[config.mk]
export PLATFORM = sky130hd
export DESIGN_NAME = r2q_fifo
export DESIGN_NICKNAME = d
export VERILOG_FILES = /design/src/r2q_pkg.sv /design/src/r2q_fifo.sv
export SDC_FILE = /design/constraint.sdc
export NUM_CORES = 1
export LEC_CHECK = 0
export ABC_AREA = 1
export BUFFER_PORTS_ARGS = -buffer_cell sky130_fd_sc_hd__buf_4
export CAP_MARGIN = 10
export CORE_ASPECT_RATIO = 1.5
export CORE_MARGIN = 3
export CORE_UTILIZATION = 56
export CTS_CLUSTER_DIAMETER = 120
export CTS_CLUSTER_SIZE = 12
export DETAILED_ROUTE_END_ITERATION = 6
export PLACE_DENSITY_LB_ADDON = 0.25
export SLEW_MARGIN = 20
export SYNTH_ARGS = -nofsm -noshare
export SYNTH_HDL_FRONTEND = slang
export SYNTH_SLANG_ARGS = --single-unit
[constraint.sdc]
create_clock -name clk_i -period 2.15 [get_ports clk_i]
set_input_delay 0.3225 -clock clk_i [delete_from_list [all_inputs] [get_ports clk_i]]
set_output_delay 0.3225 -clock clk_i [all_outputs]
set_load 0.03 [all_outputs]
[src/r2q_pkg.sv]
// ----------------------------------------------------------------------------
// r2q_pkg
// Shared types, widths and helpers for the rotation-matrix-to-quaternion block.
// ----------------------------------------------------------------------------
`default_nettype none

package r2q_pkg;

  localparam int FIELD_W       = 18;
  localparam int FRAC_BITS_DEF = 16;
  localparam int NUM_W         = FIELD_W + 1;  // sum or difference of two elements
  localparam int FIFO_DEPTH    = 4;

  typedef enum logic [1:0] {
    BR_TRACE = 2'd0,
    BR_X     = 2'd1,
    BR_Y     = 2'd2,
    BR_Z     = 2'd3
  } branch_e;

  // width of the unsigned radicand T
  function automatic int t_w(input int fb);
    t_w = ((fb > 19) ? fb : 19) + 2;
  endfunction

  // width of the root of T << fb
  function automatic int sqrt_w(input int fb);
    sqrt_w = (t_w(fb) + fb + 1) / 2;
  endfunction

endpackage

`default_nettype wire

[src/r2q_fifo.sv]
// ----------------------------------------------------------------------------
// r2q_fifo
// Small register queue between the classifier and the arithmetic pipeline.
// ----------------------------------------------------------------------------
`default_nettype none

module r2q_fifo #(
  parameter int W     = 8,
  parameter int DEPTH = r2q_pkg::FIFO_DEPTH
) (
  input  wire          clk_i,
  input  wire          rst_ni,
  input  wire          push_valid_i,
  output logic         push_ready_o,
  input  wire  [W-1:0] push_data_i,
  output logic         pop_valid_o,
  input  wire          pop_ready_i,
  output logic [W-1:0] pop_data_o
);

  localparam int PW = (DEPTH > 1) ? $clog2(DEPTH) : 1;
  localparam int CW = $clog2(DEPTH + 1);

  logic [W-1:0]  mem_q [DEPTH];
  logic [PW-1:0] wptr_q, wptr_d, rptr_q, rptr_d;
  logic [CW-1:0] cnt_q, cnt_d;
  logic          push, pop;

  assign push_ready_o = (cnt_q != CW'(DEPTH));
  assign pop_valid_o  = (cnt_q != '0);
  assign push         = push_valid_i && push_ready_o;
  assign pop          = pop_valid_o && pop_ready_i;
  assign pop_data_o   = mem_q[rptr_q];

  always_comb begin
    wptr_d = wptr_q;
    rptr_d = rptr_q;
    cnt_d  = cnt_q;
    if (push) begin
      wptr_d = (wptr_q == PW'(DEPTH - 1)) ? '0 : wptr_q + 1'b1;
    end
    if (pop) begin
      rptr_d = (rptr_q == PW'(DEPTH - 1)) ? '0 : rptr_q + 1'b1;
    end
    if (push && !pop) begin
      cnt_d = cnt_q + 1'b1;
    end else if (pop && !push) begin
      cnt_d = cnt_q - 1'b1;
    end
  end

  always_ff @(posedge clk_i or negedge rst_ni) begin
    if (!rst_ni) begin
      wptr_q <= '0;
      rptr_q <= '0;
      cnt_q  <= '0;
    end else begin
      wptr_q <= wptr_d;
      rptr_q <= rptr_d;
      cnt_q  <= cnt_d;
    end
  end

  always_ff @(posedge clk_i) begin
    if (push) begin
      mem_q[wptr_q] <= push_data_i;
    end
  end

endmodule

`default_nettype wire

# Yosys cells after proc, flatten, opt, wreduce, memory -nomap -nowiden
# Memory sizes are Yosys's and may differ from the RTL's.
# Cells that the tools add are included.
# Widths: inputs -> output; s select.
[word_totals]
register_bits = 7
ram_bits = 32
output_inout_bits = 10
n_memories = 1
[op_classes]
n_addsub = 4
eq_ne = 3
muxes = 6
n_reduce_logical = 8
[mem_list]
columns = ["memory", "depth", "word_bits", "rd", "rd_clocked_by_memory_dff", "wr", "line_no", "text"]
rows = [
  ["mem_q", 4, 8, 1, 0, 1, "r2q_fifo.sv:24", "logic [W-1:0] mem_q [DEPTH];"],
]
[op_table]
columns = ["operator", "count"]
rows = [
  ["$mux 3", 2],
  ["$add 2x1->2 const B", 2],
  ["$eq 2x2->1 const B", 2],
  ["$logic_and 1x1->1", 4],
  ["$mux 2", 2],
  ["$add 3x1->3 const B", 1],
  ["$ne 3x3->1 const B", 1],
  ["$reduce_bool 3->1", 1],
  ["$sub 3x1->3 const B", 1],
  ["$logic_not 1->1", 2],
  ["$mux 1", 2],
  ["$reduce_bool 2->1", 1],
]

# Logic depth before layout (Yosys ltp)
[logic_depth]
word_depth = 6
mapped_depth = 12

# Worst setup path before layout
# OpenSTA, ideal clock, no wires.
[synth_path]
path_type = "register -> register"
start = "register cnt_q[1]"
end = "register cnt_q[2]"
setup_ps = 117
t_arrival_ps = 1806
t_required_ps = 2033
slack_ps = 227
stages_incl_launch_ff = 11
path_buffers = 0
synth_period_minus_slack_ps = 1923
path_cell_list = "dfrtp_1 -> inv_1 -> nand3_1 -> nand2_2 -> ha_1 -> inv_1 -> fa_1 -> nand2_1 -> nand3_1 -> nand2_1 -> nand2_1"
[synth_via]
elab_chain_cells = 5
[synth_rtl]
columns = ["item", "line_no", "text"]
rows = [
  ["from (decl)", "r2q_fifo.sv:26", "logic [CW-1:0] cnt_q, cnt_d;"],
  ["from (signal assigned)", "r2q_fifo.sv:60", "cnt_q <= cnt_d;"],
  ["$reduce_bool 3->1 *", "r2q_fifo.sv:30", "assign pop_valid_o = (cnt_q != '0);"],
  ["named net pop_valid_o", "r2q_fifo.sv:16", "output logic pop_valid_o,"],
  ["$logic_and 1x1->1 *", "r2q_fifo.sv:32", "assign pop = pop_valid_o && pop_ready_i;"],
  ["$logic_not 1->1", "r2q_fifo.sv:45", "if (push && !pop) begin"],
  ["$logic_and 1x1->1", "r2q_fifo.sv:45", ""],
  ["$mux 3 or $reduce_bool 2->1 (tied branches)", "n/a", ""],
]
# Mark *: on every way through the listed nets, which the timed path passes. The rest lies on a longest branch. The select of a mux whose other input is x is not followed.
# A chain may end at the register's enable or synchronous reset.

# Worst setup path after layout
[layout_path]
start = "register cnt_q[1]"
end = "register cnt_q[2]"
[layout_via]
elab_chain_cells = 5
[layout_rtl]
columns = ["item"]
rows = [
  ["branches (longest 5 deep; another with $sub 3x1->3)"],
]
# Parallel ways; which one is timed is not known. The select of a mux whose other input is x is not followed.

==> metrics.txt <==
leak pwr 0.909 nW; register area share after synthesis 64.8%; Post-route DRC 0; Max FO, Critical Path 4; Critical path origin cnt_q[1]; Starting Density 59.6%; Gate Count Post-Synth 152; total CTS buffers 5; clock root cell clkbuf_8; Detail Route Antenna Nets 0; vias in the first global route between 1,000 and 1,500; R2R depth 10; IO Count 22; reg2reg setup slack between 0.2 and 0.25 ns; H-tree levels 2; HPWL after DPL 2040 um; PostCTS Resize Cnt 0; total congestion overflow 0; Hold Crit Start push_data_i[6]; Post-Syn Area around 1800 um2; area growth from synthesis to layout 16.5%; Worst Path Required approximately 2.3 ns; Slew @ Worst Pin 0.325 ns; Max Clock Skew slightly below 0.006 ns; setup bufs post-CTS 0; Tot Pwr 0.00287 W; Core ar. between 2000 and 3000 um2; die area a little under 4000 um2; RSZ-0062 raised after global routing false; ant diodes 0; Skew-Pair Late Insertion Delay around 0.29 ns; Die H 74.5 um; flops & latches, synth 39; Synth Area per Inst 11.5 um2; worst path arrival time 2.09 ns; clk buf depth 2; Max-Cap Viols 0; total of warnings raised by yosys 0; CTS tree built; hold slack final around 0.23 ns; CTS Hold Bufs 1; global placement routability congestion 0.674; GRT Resource Usage Total 17.3%; largest net degree at the start of global routing 36; first-pass GRT wire length 4570 um; Pwr per Cell Area 1410 nW/um2; maximum VDD drop approximately 0.00069 V; Max Fclk 526 MHz; DRT iter0 DRCs 36; worst relative slew slack just under 80%; Routed WL per cell 12.8 um; distinct cell type count after synthesis 16; initial antenna violation count 0; Hold Violations, Final 0; end of the critical path cnt_q[2]; clock sink count 39; Worst setup EP type flip-flop; drt pass-1 iters 5; Port Buf Inserts 21; fin crit share 88.5%; WL final 2830 um; setup violators final 0; via count 1,116; layout cells sized above 1 21.3%; Worst Path Class, Setup flip-flop to flip-flop; CP Launch Type flip-flop; Syn Nets 171; row count 24; reg2reg end cnt_q[2]; Avg Vias per Cell 5.03; Max Slew Vio Count 0; CTS clk-pin slew, worst paths approximately 0.070 ns; minimum clock period 1.90 ns; outcome finished, final reports clean; FF-to-FF Start cnt_q[1]; total negative slack 0 ns; worst hold path class input port to flip-flop; die width 51.7 um; # nets final around 200; Hold Crit Depth 1
power breakdown:
group,internal [W],switching [W]
clock,0.000221,0.000232
sequential,0.00101,0.0000803
combinational,0.000478,0.000848
total,0.00171,0.00116
flip-flops by register name, summed over array words and instances (netlist names):
register	count
cnt_q	3
wptr_q	2
rptr_q	2
mem_q	32
cell usage after synthesis (all sizes together):
| cell | number | share of area, % |
|---|---|---|
| buf | 5 | 3.2 |
| nand4 | 1 | 0.36 |
| xnor2 | 1 | 0.50 |
| ha | 6 | 4.3 |
| o211ai | 16 | 6.8 |
| nand3 | 7 | 2.3 |
| nor2 | 6 | 1.3 |
| nand2 | 39 | 8.6 |
| inv | 30 | 6.4 |
| o21ai | 1 | 0.29 |
| fa | 1 | 1.1 |
| edfxtp | 32 | 55 |
| dfrtp | 7 | 10 |
cell families after synthesis:
logic type                 share of synthesized area [%]
DFF                                                 64.8
buffers and inverters                               9.63
adders and majority gates                           5.42
AOI/OAI and AO/OA                                   7.13
and+or+nand+nor                                     12.6
xor gates and xnor gates                           0.499
critical path, cell delays in order, from the launching register on:
cell and delay, ns:
dfrtp_1 0.40, inv_1 0.11, nand3_1 0.19, nand2_2 0.14, ha_1 0.18, inv_1 0.07
fa_1 0.39, nand2_1 0.12, nand3_1 0.08, nand2_1 0.06, nand2_1 0.04
cell type report:
class,count,area [um2]
clock inverter,3,15.0
multi-input combinational,78,449
tap,39,48.8
timing repair buffer,28,213
inverter,30,113
sequential,39,1140
clock buffer,5,68.8
fill,222,900
worst min path at each step:
stage,end,slack [ns]
finish,mem_q[3][6],0.23
global route,mem_q[1][2],0.22
CTS,mem_q[3][6],0.21
detailed placement,rptr_q[0],0.14
global placement,rptr_q[0],0.14
floorplan,cnt_q[0],0.03
per-stage QoR:
step	setup slack, ns	cells	util (%)	area [um2]
4_1_cts	0.259	222	69.4	2040
5_1_grt	0.113	222	69.4	2040
2_1_floorplan	0.227	152	-	1750
6_report	0.248	222	69.4	2040
3_5_place_dp	0.272	213	66.2	1950
3_3_place_gp	0.423	213	66.2	1950
cells in the final DEF, fill, tap and decap left out, drive strengths merged:
master,n
nand2,39
edfxtp,32
inv,30
buf,27
o211ai,16
dfrtp,7
nand3,7
nor2,6
ha,6
clkbuf,5
clkinv,3
o21ai,1
xnor2,1
nand4,1
fa,1
dlygate4sd3,1
layer usage:
layer	vias to the layer above	wire, um	share of wire, %	global-route usage, %
met1	517	975	34	14.7
met2	26	1620	57	32.4
met4	0	104	3.7	12.2
met3	10	129	4.6	5.81
li1	563	-	-	-
met5	-	0	0	0
Power figures use the tool's default switching activity.
