$ cat config.mk
export PLATFORM = sky130hd
export DESIGN_NAME = r2q_front
export DESIGN_NICKNAME = d
export VERILOG_FILES = /design/src/r2q_pkg.sv /design/src/r2q_front.sv
export SDC_FILE = /design/constraint.sdc
export NUM_CORES = 1
export LEC_CHECK = 0
export ABC_AREA = 1
export BUFFER_PORTS_ARGS = -buffer_cell sky130_fd_sc_hd__clkbuf_2
export CAP_MARGIN = 20
export CORE_AREA = 3 3 250 252
export DETAILED_ROUTE_END_ITERATION = 8
export DIE_AREA = 0 0 253 255
export SKIP_LAST_GASP = 1
export SYNTH_ARGS = -nofsm -noshare
export SYNTH_HDL_FRONTEND = slang
export SYNTH_SLANG_ARGS = --single-unit
export TNS_END_PERCENT = 10
$ cat constraint.sdc
create_clock -name clk_i -period 6.9 [get_ports clk_i]
set_clock_uncertainty 0.1 [all_clocks]
set_input_delay 0.345 -clock clk_i [delete_from_list [all_inputs] [get_ports clk_i]]
set_output_delay 0.345 -clock clk_i [all_outputs]
set_load 0.005 [all_outputs]
$ cat src/r2q_pkg.sv
// ----------------------------------------------------------------------------
// r2q_pkg
// Shared types, widths and helpers for the rotation-matrix-to-quaternion block.
// ----------------------------------------------------------------------------
`default_nettype none

package r2q_pkg;

  localparam int FIELD_W       = 18;
  localparam int FRAC_BITS_DEF = 16;
  localparam int NUM_W         = FIELD_W + 1;  // sum or difference of two elements
  localparam int FIFO_DEPTH    = 4;

  typedef enum logic [1:0] {
    BR_TRACE = 2'd0,
    BR_X     = 2'd1,
    BR_Y     = 2'd2,
    BR_Z     = 2'd3
  } branch_e;

  // width of the unsigned radicand T
  function automatic int t_w(input int fb);
    t_w = ((fb > 19) ? fb : 19) + 2;
  endfunction

  // width of the root of T << fb
  function automatic int sqrt_w(input int fb);
    sqrt_w = (t_w(fb) + fb + 1) / 2;
  endfunction

endpackage

`default_nettype wire

$ cat src/r2q_front.sv
// ----------------------------------------------------------------------------
// r2q_front
// Picks the branch, forms the radicand and the three off-diagonal numerators.
// ----------------------------------------------------------------------------
`default_nettype none

module r2q_front #(
  parameter int FRAC_BITS = r2q_pkg::FRAC_BITS_DEF
) (
  input  wire                                       clk_i,
  input  wire                                       rst_ni,
  input  wire                                       in_valid_i,
  output logic                                      in_ready_o,
  input  wire  signed [r2q_pkg::FIELD_W-1:0]        r00_i,
  input  wire  signed [r2q_pkg::FIELD_W-1:0]        r01_i,
  input  wire  signed [r2q_pkg::FIELD_W-1:0]        r02_i,
  input  wire  signed [r2q_pkg::FIELD_W-1:0]        r10_i,
  input  wire  signed [r2q_pkg::FIELD_W-1:0]        r11_i,
  input  wire  signed [r2q_pkg::FIELD_W-1:0]        r12_i,
  input  wire  signed [r2q_pkg::FIELD_W-1:0]        r20_i,
  input  wire  signed [r2q_pkg::FIELD_W-1:0]        r21_i,
  input  wire  signed [r2q_pkg::FIELD_W-1:0]        r22_i,
  output logic                                      f_valid_o,
  input  wire                                       f_ready_i,
  output r2q_pkg::branch_e                          f_br_o,
  output logic        [r2q_pkg::t_w(FRAC_BITS)-1:0] f_t_o,
  output logic signed [r2q_pkg::NUM_W-1:0]          f_na_o,
  output logic signed [r2q_pkg::NUM_W-1:0]          f_nb_o,
  output logic signed [r2q_pkg::NUM_W-1:0]          f_nc_o
);

  localparam int TW = r2q_pkg::t_w(FRAC_BITS);
  localparam int EW = TW + 1;
  localparam int NW = r2q_pkg::NUM_W;
  localparam logic signed [EW-1:0] ONE_S = EW'(1) << FRAC_BITS;

  logic signed [EW-1:0] e00, e11, e22, trace, t_sel;
  logic signed [NW-1:0] d21_12, d02_20, d10_01, s01_10, s02_20, s12_21;
  r2q_pkg::branch_e     br;
  logic signed [NW-1:0] na, nb, nc;

  logic                          vld_q, vld_d;
  r2q_pkg::branch_e              br_q;
  logic [TW-1:0]                 t_q;
  logic signed [NW-1:0]          na_q, nb_q, nc_q;
  logic                          load;

  assign e00   = EW'(r00_i);
  assign e11   = EW'(r11_i);
  assign e22   = EW'(r22_i);
  assign trace = e00 + e11 + e22;

  assign d21_12 = NW'(r21_i) - NW'(r12_i);
  assign d02_20 = NW'(r02_i) - NW'(r20_i);
  assign d10_01 = NW'(r10_i) - NW'(r01_i);
  assign s01_10 = NW'(r01_i) + NW'(r10_i);
  assign s02_20 = NW'(r02_i) + NW'(r20_i);
  assign s12_21 = NW'(r12_i) + NW'(r21_i);

  // ties on the diagonal fall through to the later branch
  always_comb begin
    if (trace > 0) begin
      br    = r2q_pkg::BR_TRACE;
      t_sel = ONE_S + trace;
      na = d21_12; nb = d02_20; nc = d10_01;
    end else if (e00 > e11 && e00 > e22) begin
      br    = r2q_pkg::BR_X;
      t_sel = ONE_S + e00 - e11 - e22;
      na = s01_10; nb = s02_20; nc = d21_12;
    end else if (e11 > e22) begin
      br    = r2q_pkg::BR_Y;
      t_sel = ONE_S + e11 - e00 - e22;
      na = s01_10; nb = s12_21; nc = d02_20;
    end else begin
      br    = r2q_pkg::BR_Z;
      t_sel = ONE_S + e22 - e00 - e11;
      na = s02_20; nb = s12_21; nc = d10_01;
    end
    if (t_sel < ONE_S) begin
      t_sel = ONE_S;
    end
  end

  assign in_ready_o = !vld_q || f_ready_i;
  assign load       = in_valid_i && in_ready_o;
  assign vld_d      = load ? 1'b1 : (f_ready_i ? 1'b0 : vld_q);

  always_ff @(posedge clk_i or negedge rst_ni) begin
    if (!rst_ni) begin
      vld_q <= 1'b0;
    end else begin
      vld_q <= vld_d;
    end
  end

  always_ff @(posedge clk_i) begin
    if (load) begin
      br_q <= br;
      t_q  <= t_sel[TW-1:0];
      na_q <= na;
      nb_q <= nb;
      nc_q <= nc;
    end
  end

  assign f_valid_o = vld_q;
  assign f_br_o    = br_q;
  assign f_t_o     = t_q;
  assign f_na_o    = na_q;
  assign f_nb_o    = nb_q;
  assign f_nc_o    = nc_q;

endmodule

`default_nettype wire

# Word level (Yosys, flattened, before mapping)
# Cells that the tools add are included.
dict set report word_totals {
  in_bits 166
  ff_bits 81
}
dict set report classes {
  reduce_logical 6
  order_cmp 5
  n_mux 15
  add_sub_neg 18
}
# operator count
set op_table {}
lappend op_table {{$mux W19} 8}
lappend op_table {{$add A18 B18 Y19} 4}
lappend op_table {{$mux W22} 3}
lappend op_table {{$sub A20 B18 Y21} 3}
lappend op_table {{$sub A19 B18 Y20} 3}
lappend op_table {{$add A18 B18 Y19 const A} 3}
lappend op_table {{$sub A18 B18 Y19} 3}
lappend op_table {{$gt A18 B18 Y1} 3}
lappend op_table {{$lt A22 B18 Y1 const B} 1}
lappend op_table {{$add A18 B20 Y21 const A} 1}
lappend op_table {{$add A19 B18 Y20} 1}
lappend op_table {{$gt A20 B1 Y1 const B} 1}
lappend op_table {{$mux W1} 4}
lappend op_table {{$logic_and A1 B1 Y1} 2}
lappend op_table {{$reduce_bool A2 Y1} 1}
lappend op_table {{$reduce_or A2 Y1} 1}
lappend op_table {{$logic_not A1 Y1} 1}
lappend op_table {{$logic_or A1 B1 Y1} 1}

# Logic depth before layout (Yosys ltp)
# Gate-level depths: netlist of the first run.
dict set report depth {
  depth_word 7
  ltp_mapped 33
  mapped_depth_nobuf 32
}

# Least setup slack after synthesis of the first run
# OpenSTA, ideal clock, no wires.
dict set report synth_timing {
  path_kind {register to register}
  start {register vld_q (netlist: f_valid_o)}
  end {register br_q[0] (netlist: f_br_o[0]) (enable)}
  path_stages_with_launch 2
  slack_ns 1.953
  arrival_time_ns 4.302
  path_buffers 0
  cell_sequence {dfrtp_1 a21oi_1}
}
dict set report synth_via {
  elab_chain_len 3
}
# item line
set synth_lines {}
lappend synth_lines {{start: declaration} r2q_front.sv:42} ;# logic vld_q, vld_d;
lappend synth_lines {{start signal: assignment} r2q_front.sv:92} ;# vld_q <= vld_d;
lappend synth_lines {{$logic_not A1 Y1} r2q_front.sv:84} ;# assign in_ready_o = !vld_q || f_ready_i;
lappend synth_lines {{$logic_or A1 B1 Y1} r2q_front.sv:84}
lappend synth_lines {{$logic_and A1 B1 Y1} r2q_front.sv:85} ;# assign load = in_valid_i && in_ready_o;
lappend synth_lines {{via load} r2q_front.sv:46} ;# logic load;
lappend synth_lines {{end signal: assignment} r2q_front.sv:98} ;# br_q <= br;
lappend synth_lines {{end: declaration} r2q_front.sv:43} ;# r2q_pkg::branch_e br_q;
# The timed path passes the listed nets, and every way through them passes these cells.
# A chain may end at the register's enable or synchronous reset.

# Final worst setup path of the first run
dict set report layout_timing {
  start {input port r00_i[3] (netlist name)}
  end {register nc_q[1] (netlist: f_nc_o[1]) (data pin)}
}
dict set report layout_via {
  elab_chain_len 4
}
# item line
set layout_lines {}
lappend layout_lines {{start: declaration} r2q_front.sv:14} ;# input wire signed [r2q_pkg::FIELD_W-1:0] r00_i,
lappend layout_lines {{$add A18 B18 Y19 or $gt A18 B18 Y1 (tied branches)} {r2q_front.sv:51, r2q_front.sv:66}}
lappend layout_lines {{$add A19 B18 Y20 or $logic_and A1 B1 Y1 (tied branches)} {r2q_front.sv:51, r2q_front.sv:66}}
lappend layout_lines {{$gt A20 B1 Y1 or $mux W19 (tied branches)} {r2q_front.sv:62, r2q_front.sv:66}}
lappend layout_lines {{$mux W19 *} r2q_front.sv:62} ;# if (trace > 0) begin
lappend layout_lines {{via nc[1]} r2q_front.sv:40} ;# logic signed [NW-1:0] na, nb, nc;
lappend layout_lines {{end signal: assignment} r2q_front.sv:102} ;# nc_q <= nc;
lappend layout_lines {{end: declaration} r2q_front.sv:45} ;# logic signed [NW-1:0] na_q, nb_q, nc_q;
# Mark *: on every way through the listed nets, which the timed path passes. The rest lies on a longest branch.

==> flow_summary_export.csv, run 1 <==
group,metric,value,unit
setup_path,crit_arrival,5.29,ns
setup_path,r2r-start,"f_valid_o",
place,place.gp.congestion,0.974,
global_route,overflow,0,
logic_synthesis,synth_seq_cells,81,
drt,drc,0,
finish,fin_util,0.338,
sta,hold_violations,0,
min_path,hp-start,"in_valid_i",
sta,finalSetupViolCount,0,
clock_network,cts_root_buf,"clkbuf_16",
drt,via_per_inst,4.91,
sta,period_minus_slack,5.29,ns
drt,dr.pass1.iters,5,
min_path,worst_hold_path.num_cells,3,
logic_synthesis,synth_largest_area_cell,"ha_1",
clock_network,htreeDepth,3,
setup_path,reg2reg_slack,4.61,ns
sta,fmax,189,MHz
logic_synthesis,synth_area,18100,um2
power_and_ir_drop,powerDensity,219,nW/um2
sta,worst_pin_slew,1.00,ns
logic_synthesis,syn_avg_cell_area,7.16,um2
clock_network,cts_tree,"built",
floorplanning,rows,90,
clock_network,cts.path.max_buffers,2,
outcome,status,"completed",
finish,drive_above_1_share,0.121,
finish,synthToLayoutAreaGrowth,12.8,%
place,io_buffers,247,
finish,seqCellArea,2430,um2
run,max-cap-violations,0,
logic_synthesis,ys.flop_type,"edfxtp_1",
sta,setup_tns,0,ns
drt,finalWirelength,64.9,mm
min_path,hold_path_class,"input port to flip-flop",
sta,rsz0062_at_grt,"false",
sta,drv_slew,0,
place,hpwl,56.1,mm
setup_path,crit_fanout,56,
global_route,antenna_found_initial,0,
floorplanning,dieArea,64500,um2
min_path,min_to,"f_valid_o",
setup_path,critPathKind,"input port to flip-flop",
clock_network,numCtsBuffers,9,
finish,fin_cells,3527,
logic_synthesis,synth_edf_count,80,
drt,drt_iter0_markers,1355,
floorplanning,die_w,253,um
place,placed_cells,3508,
power_and_ir_drop,worst_ir_drop_vdd,117,uV
logic_synthesis,synthArstFlopShare,0.0123,
clock_network,clkLatencyLatePin,0.37,ns
sta,slew-limit-headroom,0.331,
logic_synthesis,synth_nets,3108,
floorplanning,core_area,60400,um2
finish,most-common-layout-cells,"nand2_1, inv_1, ha_1, clkbuf_2, nor2_1",
clock_network,cts_resized,0,
setup_path,cp-end-kind,"flip-flop",
setup_path,critPathSlowestCell,"fa_1",
global_route,grt_pass1_wl,97.1,mm
global_route,grt_max_degree,69,
finish,fillers,6565,
clock_network,clkSinkCount,81,
drt,ant_nets,0,
finish,multi_input_area,13700,um2
power_and_ir_drop,p_leak,10.8,nW
sta,period_share,0.767,
setup_path,reg2reg_to,"f_t_o[5]",
global_route,grt_pass1_vias,16823,
logic_synthesis,syn_inst,2525,
setup_path,worst_path_largest_cell_delay,0.56,ns
floorplanning,fp.dieH,255,um
power_and_ir_drop,p_total,4.47,mW
floorplanning,boundaryPins,248,
logic_synthesis,synth_top_area_frac,0.230,
logic_synthesis,ys_seq_area_frac,0.134,
clock_network,clkTransAtPathRegs,0.08,ns
drt,vias,17302,
setup_path,startpoint_type,"input port",
logic_synthesis,yosysWarnings,0,
global_route,grtUsageTotal,0.197,
clock_network,holdBufCountCts,1,
setup_path,crit_required,6.90,ns
setup_path,reg2regPathDepth,2,
logic_synthesis,synthDistinctLibCells,63,
drt,wl_per_cell,18.4,um
finish,final_common_cell,"nand2_1",
clock_network,postCtsSetupRepairBufs,0,
finish,layout.nets,3321,
logic_synthesis,ys_top_cells_by_area,"ha_1, edfxtp_1, nand2_1",
floorplanning,start_util,0.299,
## Yosys cell counts (4+ instances only)
| cell | instances |
|---|---|
| nand2_1 | 492 |
| inv_1 | 427 |
| ha_1 | 332 |
| nor2_1 | 200 |
| a21oi_1 | 196 |
| nand3_1 | 124 |
| xor2_1 | 110 |
| o21ai_0 | 108 |
| fa_1 | 85 |
| edfxtp_1 | 80 |
| nor3_1 | 36 |
| clkbuf_1 | 31 |
| o211ai_1 | 29 |
| xnor2_1 | 25 |
| nand4_1 | 24 |
| o21bai_1 | 21 |
| o31ai_1 | 18 |
| nand2_2 | 16 |
| buf_2 | 15 |
| a21o_1 | 14 |
| inv_2 | 13 |
| nor2_2 | 11 |
| o21ai_1 | 11 |
| o22ai_1 | 11 |
| a31oi_1 | 9 |
| nand3b_1 | 7 |
| o21a_1 | 7 |
| nor4_1 | 6 |
| o221ai_1 | 5 |
| or2_1 | 5 |
| or2_2 | 5 |
| a22oi_1 | 4 |
## worst max path at each step
stage                   start         to  slack (ns)  cells past startpoint
global route         r00_i[7]  f_nc_o[1]        1.25                     27
detailed placement   r00_i[3]  f_nc_o[1]        1.31                     27
CTS                  r00_i[3]  f_nc_o[1]        1.69                     27
global placement     r00_i[3]  f_nc_o[1]        1.41                     27
floorplan           f_valid_o  f_br_o[0]        1.95                      1
finish               r00_i[3]  f_nc_o[1]        1.61                     27
## metal layers
| layer | part of all wire | vias to the layer above | global-route usage |
|---|---|---|---|
| li1 | - | 8576 | - |
| met2 | 0.47 | 610 | 0.331 |
| met1 | 0.43 | 8006 | 0.256 |
| met4 | 0.036 | 0 | 0.0709 |
| met3 | 0.071 | 110 | 0.0318 |
| met5 | 0 | - | 0 |
## cells by family after synthesis
family,after synthesis,share of synthesized area
xor+xnor,135,0.0654
fa+ha+maj,417,0.324
other cells,1,0.000207
simple gates,945,0.224
flops,81,0.134
buf+inv,494,0.107
compound gates,452,0.145
## report_power, final
part	internal (mW)	total [mW]	leakage, nW	switching (mW)
clock	0.282	0.510	0.141	0.228
sequential	0.768	0.876	0.781	0.107
combinational	1.04	3.08	9.90	2.04
## critical path, delay by kind of cell
family | cells | cell delay (ns)
buffers and inverters | 5 | 0.76
xor gates and xnor gates | 1 | 0.33
adders and majority gates | 3 | 1.12
and+or+nand+nor | 14 | 2.17
AOI/OAI and AO/OA | 4 | 0.51
## per-stage QoR
| step | hold WS (ns) | worst slack [ns] | instance area [um2] |
|---|---|---|---|
| 4_1_cts | 0.0900 | 1.69 | 20400 |
| 6_report | 0.101 | 1.61 | 20400 |
| 5_1_grt | 0.111 | 1.25 | 20400 |
| 3_5_place_dp | 0.0218 | 1.31 | 20100 |
| 2_1_floorplan | -0.0506 | 1.95 | 18100 |
| 3_3_place_gp | 0.0207 | 1.41 | 20100 |
## flip-flops by register name, indices dropped and copies added, names as in the netlist
name       count
f_t_o         21
f_nc_o        19
f_na_o        19
f_br_o         2
f_nb_o        19
f_valid_o      1
## area by class of cell
type,instances,share of cell area
multi-input combinational,1950,0.673
tap,782,0.0480
clock buffer,10,0.0112
timing repair buffer,254,0.0633
clock inverter,6,0.00313
sequential,81,0.119
inverter,442,0.0815
antenna,2,0.000246
No activity file was read; power rests on OpenSTA's default activity.
==> inputs of run 2 (changes only) <==
==> constraint.sdc (replaced) <==
create_clock -name clk_i -period 4.9 [get_ports clk_i]
set_clock_uncertainty 0.1 [all_clocks]
set_input_delay 0.245 -clock clk_i [delete_from_list [all_inputs] [get_ports clk_i]]
set_output_delay 0.245 -clock clk_i [all_outputs]
set_load 0.005 [all_outputs]
==> flow_summary_export.csv, run 2 (same netlist as run 1, synthesis figures left out) <==
group,metric,value,unit
finish,diodes,0,
global_route,grt_pass1_wl,98.3,mm
sta,worst_pin_slew,0.844,ns
clock_network,cts.path.max_buffers,2,
power_and_ir_drop,powerDensity,311,nW/um2
sta,hold_violations,0,
sta,whs,0.0290,ns
drt,via_per_inst,4.91,
power_and_ir_drop,swShare,0.527,
place,dpl-instance-area,20300,um2
drt,wl_per_cell,18.5,um
sta,period_minus_slack,4.44,ns
drt,drt_iter0_markers,1493,
drt,ant_nets,0,
floorplanning,dieArea,64500,um2
sta,finalSetupViolCount,0,
finish,layout.nets,3356,
setup_path,critPathKind,"input port to flip-flop",
finish,drive_above_1_share,0.133,
clock_network,postCtsSetupRepairBufs,0,
place,placed_cells,3542,
finish,final_common_cell,"nand2_1",
setup_path,crit_fanout,27,
setup_path,startpoint_type,"input port",
drt,vias,17476,
finish,final_cell_area,20700,um2
power_and_ir_drop,worst_ir_drop_vdd,194,uV
sta,rsz0062_at_grt,"true",
finish,fillers,6579,
run,max-cap-violations,0,
sta,fmax,225,MHz
setup_path,cp-end-kind,"flip-flop",
floorplanning,fp.dieH,255,um
setup_path,reg2reg_slack,3.12,ns
global_route,antenna_found_initial,0,
outcome,status,"completed",
clock_network,cts_root_buf,"clkbuf_16",
drt,dr.pass1.iters,6,
clock_network,cts_tree,"built",
clock_network,htreeDepth,3,
finish,synthToLayoutAreaGrowth,14.5,%
place,hpwl,57.4,mm
finish,largest_register_ff_count,21,
drt,drc,0,
power_and_ir_drop,p_leak,11.0,nW
clock_network,clkTransAtPathRegs,0.07,ns
floorplanning,boundaryPins,248,
power_and_ir_drop,sequentialPowerShare,0.194,
power_and_ir_drop,netSwitchingPower,3.39,mW
floorplanning,start_util,0.299,
finish,most-common-layout-cells,"nand2_1, inv_1, ha_1, clkbuf_2, nor2_1",
min_path,hold_path_class,"input port to flip-flop",
sta,slew-limit-headroom,0.438,
setup_path,crit_required,4.89,ns
power_and_ir_drop,p_int,3.05,mW
global_route,grt_max_degree,60,
clock_network,clkSinkCount,81,
floorplanning,die_w,253,um
finish,fin_cells,3560,
place,place.gp.congestion,0.974,
drt,finalWirelength,66.0,mm
floorplanning,core_area,60400,um2
floorplanning,rows,90,
global_route,grtUsageTotal,0.199,
power_and_ir_drop,p_comb_frac,0.685,
sta,period_share,0.907,
clock_network,numCtsBuffers,9,
place,io_buffers,247,
clock_network,clkLatencyLatePin,0.35,ns
power_and_ir_drop,clkPwrFrac,0.121,
setup_path,crit_arrival,4.44,ns
global_route,grt_pass1_vias,16922,
sta,drv_slew,0,
power_and_ir_drop,p_total,6.44,mW
global_route,overflow,0,
run 2: cell types whose count changed in the layout (fill, tap and decap cells not counted):
| cell | previous run | this run |
|---|---|---|
| clkbuf_1 | 1 | 0 |
| inv_8 | 0 | 1 |
| bufinv_16 | 1 | 2 |
| clkinvlp_2 | 0 | 1 |
| clkinvlp_4 | 1 | 2 |
| buf_4 | 6 | 40 |
| nand2_2 | 16 | 15 |
| clkinv_2 | 1 | 0 |
| diode_2 | 2 | 0 |
| nand2_8 | 0 | 1 |
| clkinv_1 | 2 | 1 |
run 2: cell type report:
type                    count  area, um2  area share
repair inverters            1       5.00    0.000242
repair buffers            288       1550      0.0747
multi-input cells        1950      13700       0.664
inverters                 442       1670      0.0805
flip-flops and latches     81       2430       0.117
clock buffers               9        225      0.0109
well taps                 782        978      0.0473
clock inverters             7        100     0.00484
run 2: power by group through the flow:
stage               clock, mW  sequential (mW)  combinational, mW
detailed placement          0             1.26               4.34
global placement            0             1.27               4.33
finish                  0.778             1.25               4.41
global route            0.812             1.25               4.91
floorplan                   0             1.16               2.92
CTS                     0.787             1.25               4.36
run 2: stage by stage:
step                setup WS [ns]  setup TNS [ns]  utilization
finish                      0.458               0        0.343
detailed placement        -0.0518          -0.213        0.337
global placement           0.0810               0        0.337
floorplan                   0.773               0            -
global route              -0.0127         -0.0127        0.343
CTS                         0.285               0        0.342
run 2: final timing paths:
kind | start | to | cells after the start
worst max register to register | f_valid_o | f_nb_o[0] | 2
min in group asynchronous | rst_ni | f_valid_o | 2
worst min register to register | f_valid_o | f_valid_o | 2
worst max-delay path | r11_i[9] | f_nc_o[1] | 27
worst min-delay path | in_valid_i | f_valid_o | 3
max in group asynchronous | rst_ni | f_valid_o | 2
run 2: repair_timing:
| action | CTS | global route |
|---|---|---|
| endpoints found under the setup margin | 0 | 52 |
| endpoints found under the hold margin | 1 | 0 |
| hold buffers | 1 | 0 |
| resized for setup | 0 | 3 |
run 2: layer usage:
layer / share of wire / vias up / track usage
met3: 0.058 / 60 / 0.0217
met4: 0.026 / 0 / 0.0489
met5: 0 / - / 0
met1: 0.45 / 8186 / 0.269
li1: - / 8645 / -
met2: 0.47 / 585 / 0.340
run 2: critical path: stages:
cell,delay (ns)
clkbuf_2,0.15
inv_1,0.14
fa_1,0.52
inv_1,0.11
ha_1,0.36
nand2_1,0.16
inv_1,0.06
nand2_1,0.06
nand2_1,0.07
a21oi_2,0.17
nand2_2,0.09
a31oi_1,0.18
xor2_1,0.23
ha_1,0.20
nand4_1,0.09
nor2_1,0.13
nand3_1,0.09
nor2_1,0.12
nand3_1,0.13
nor3_4,0.19
nand3_4,0.14
nand2_8,0.22
nand2_2,0.11
inv_2,0.23
o22ai_1,0.10
inv_1,0.06
o21ai_0,0.06
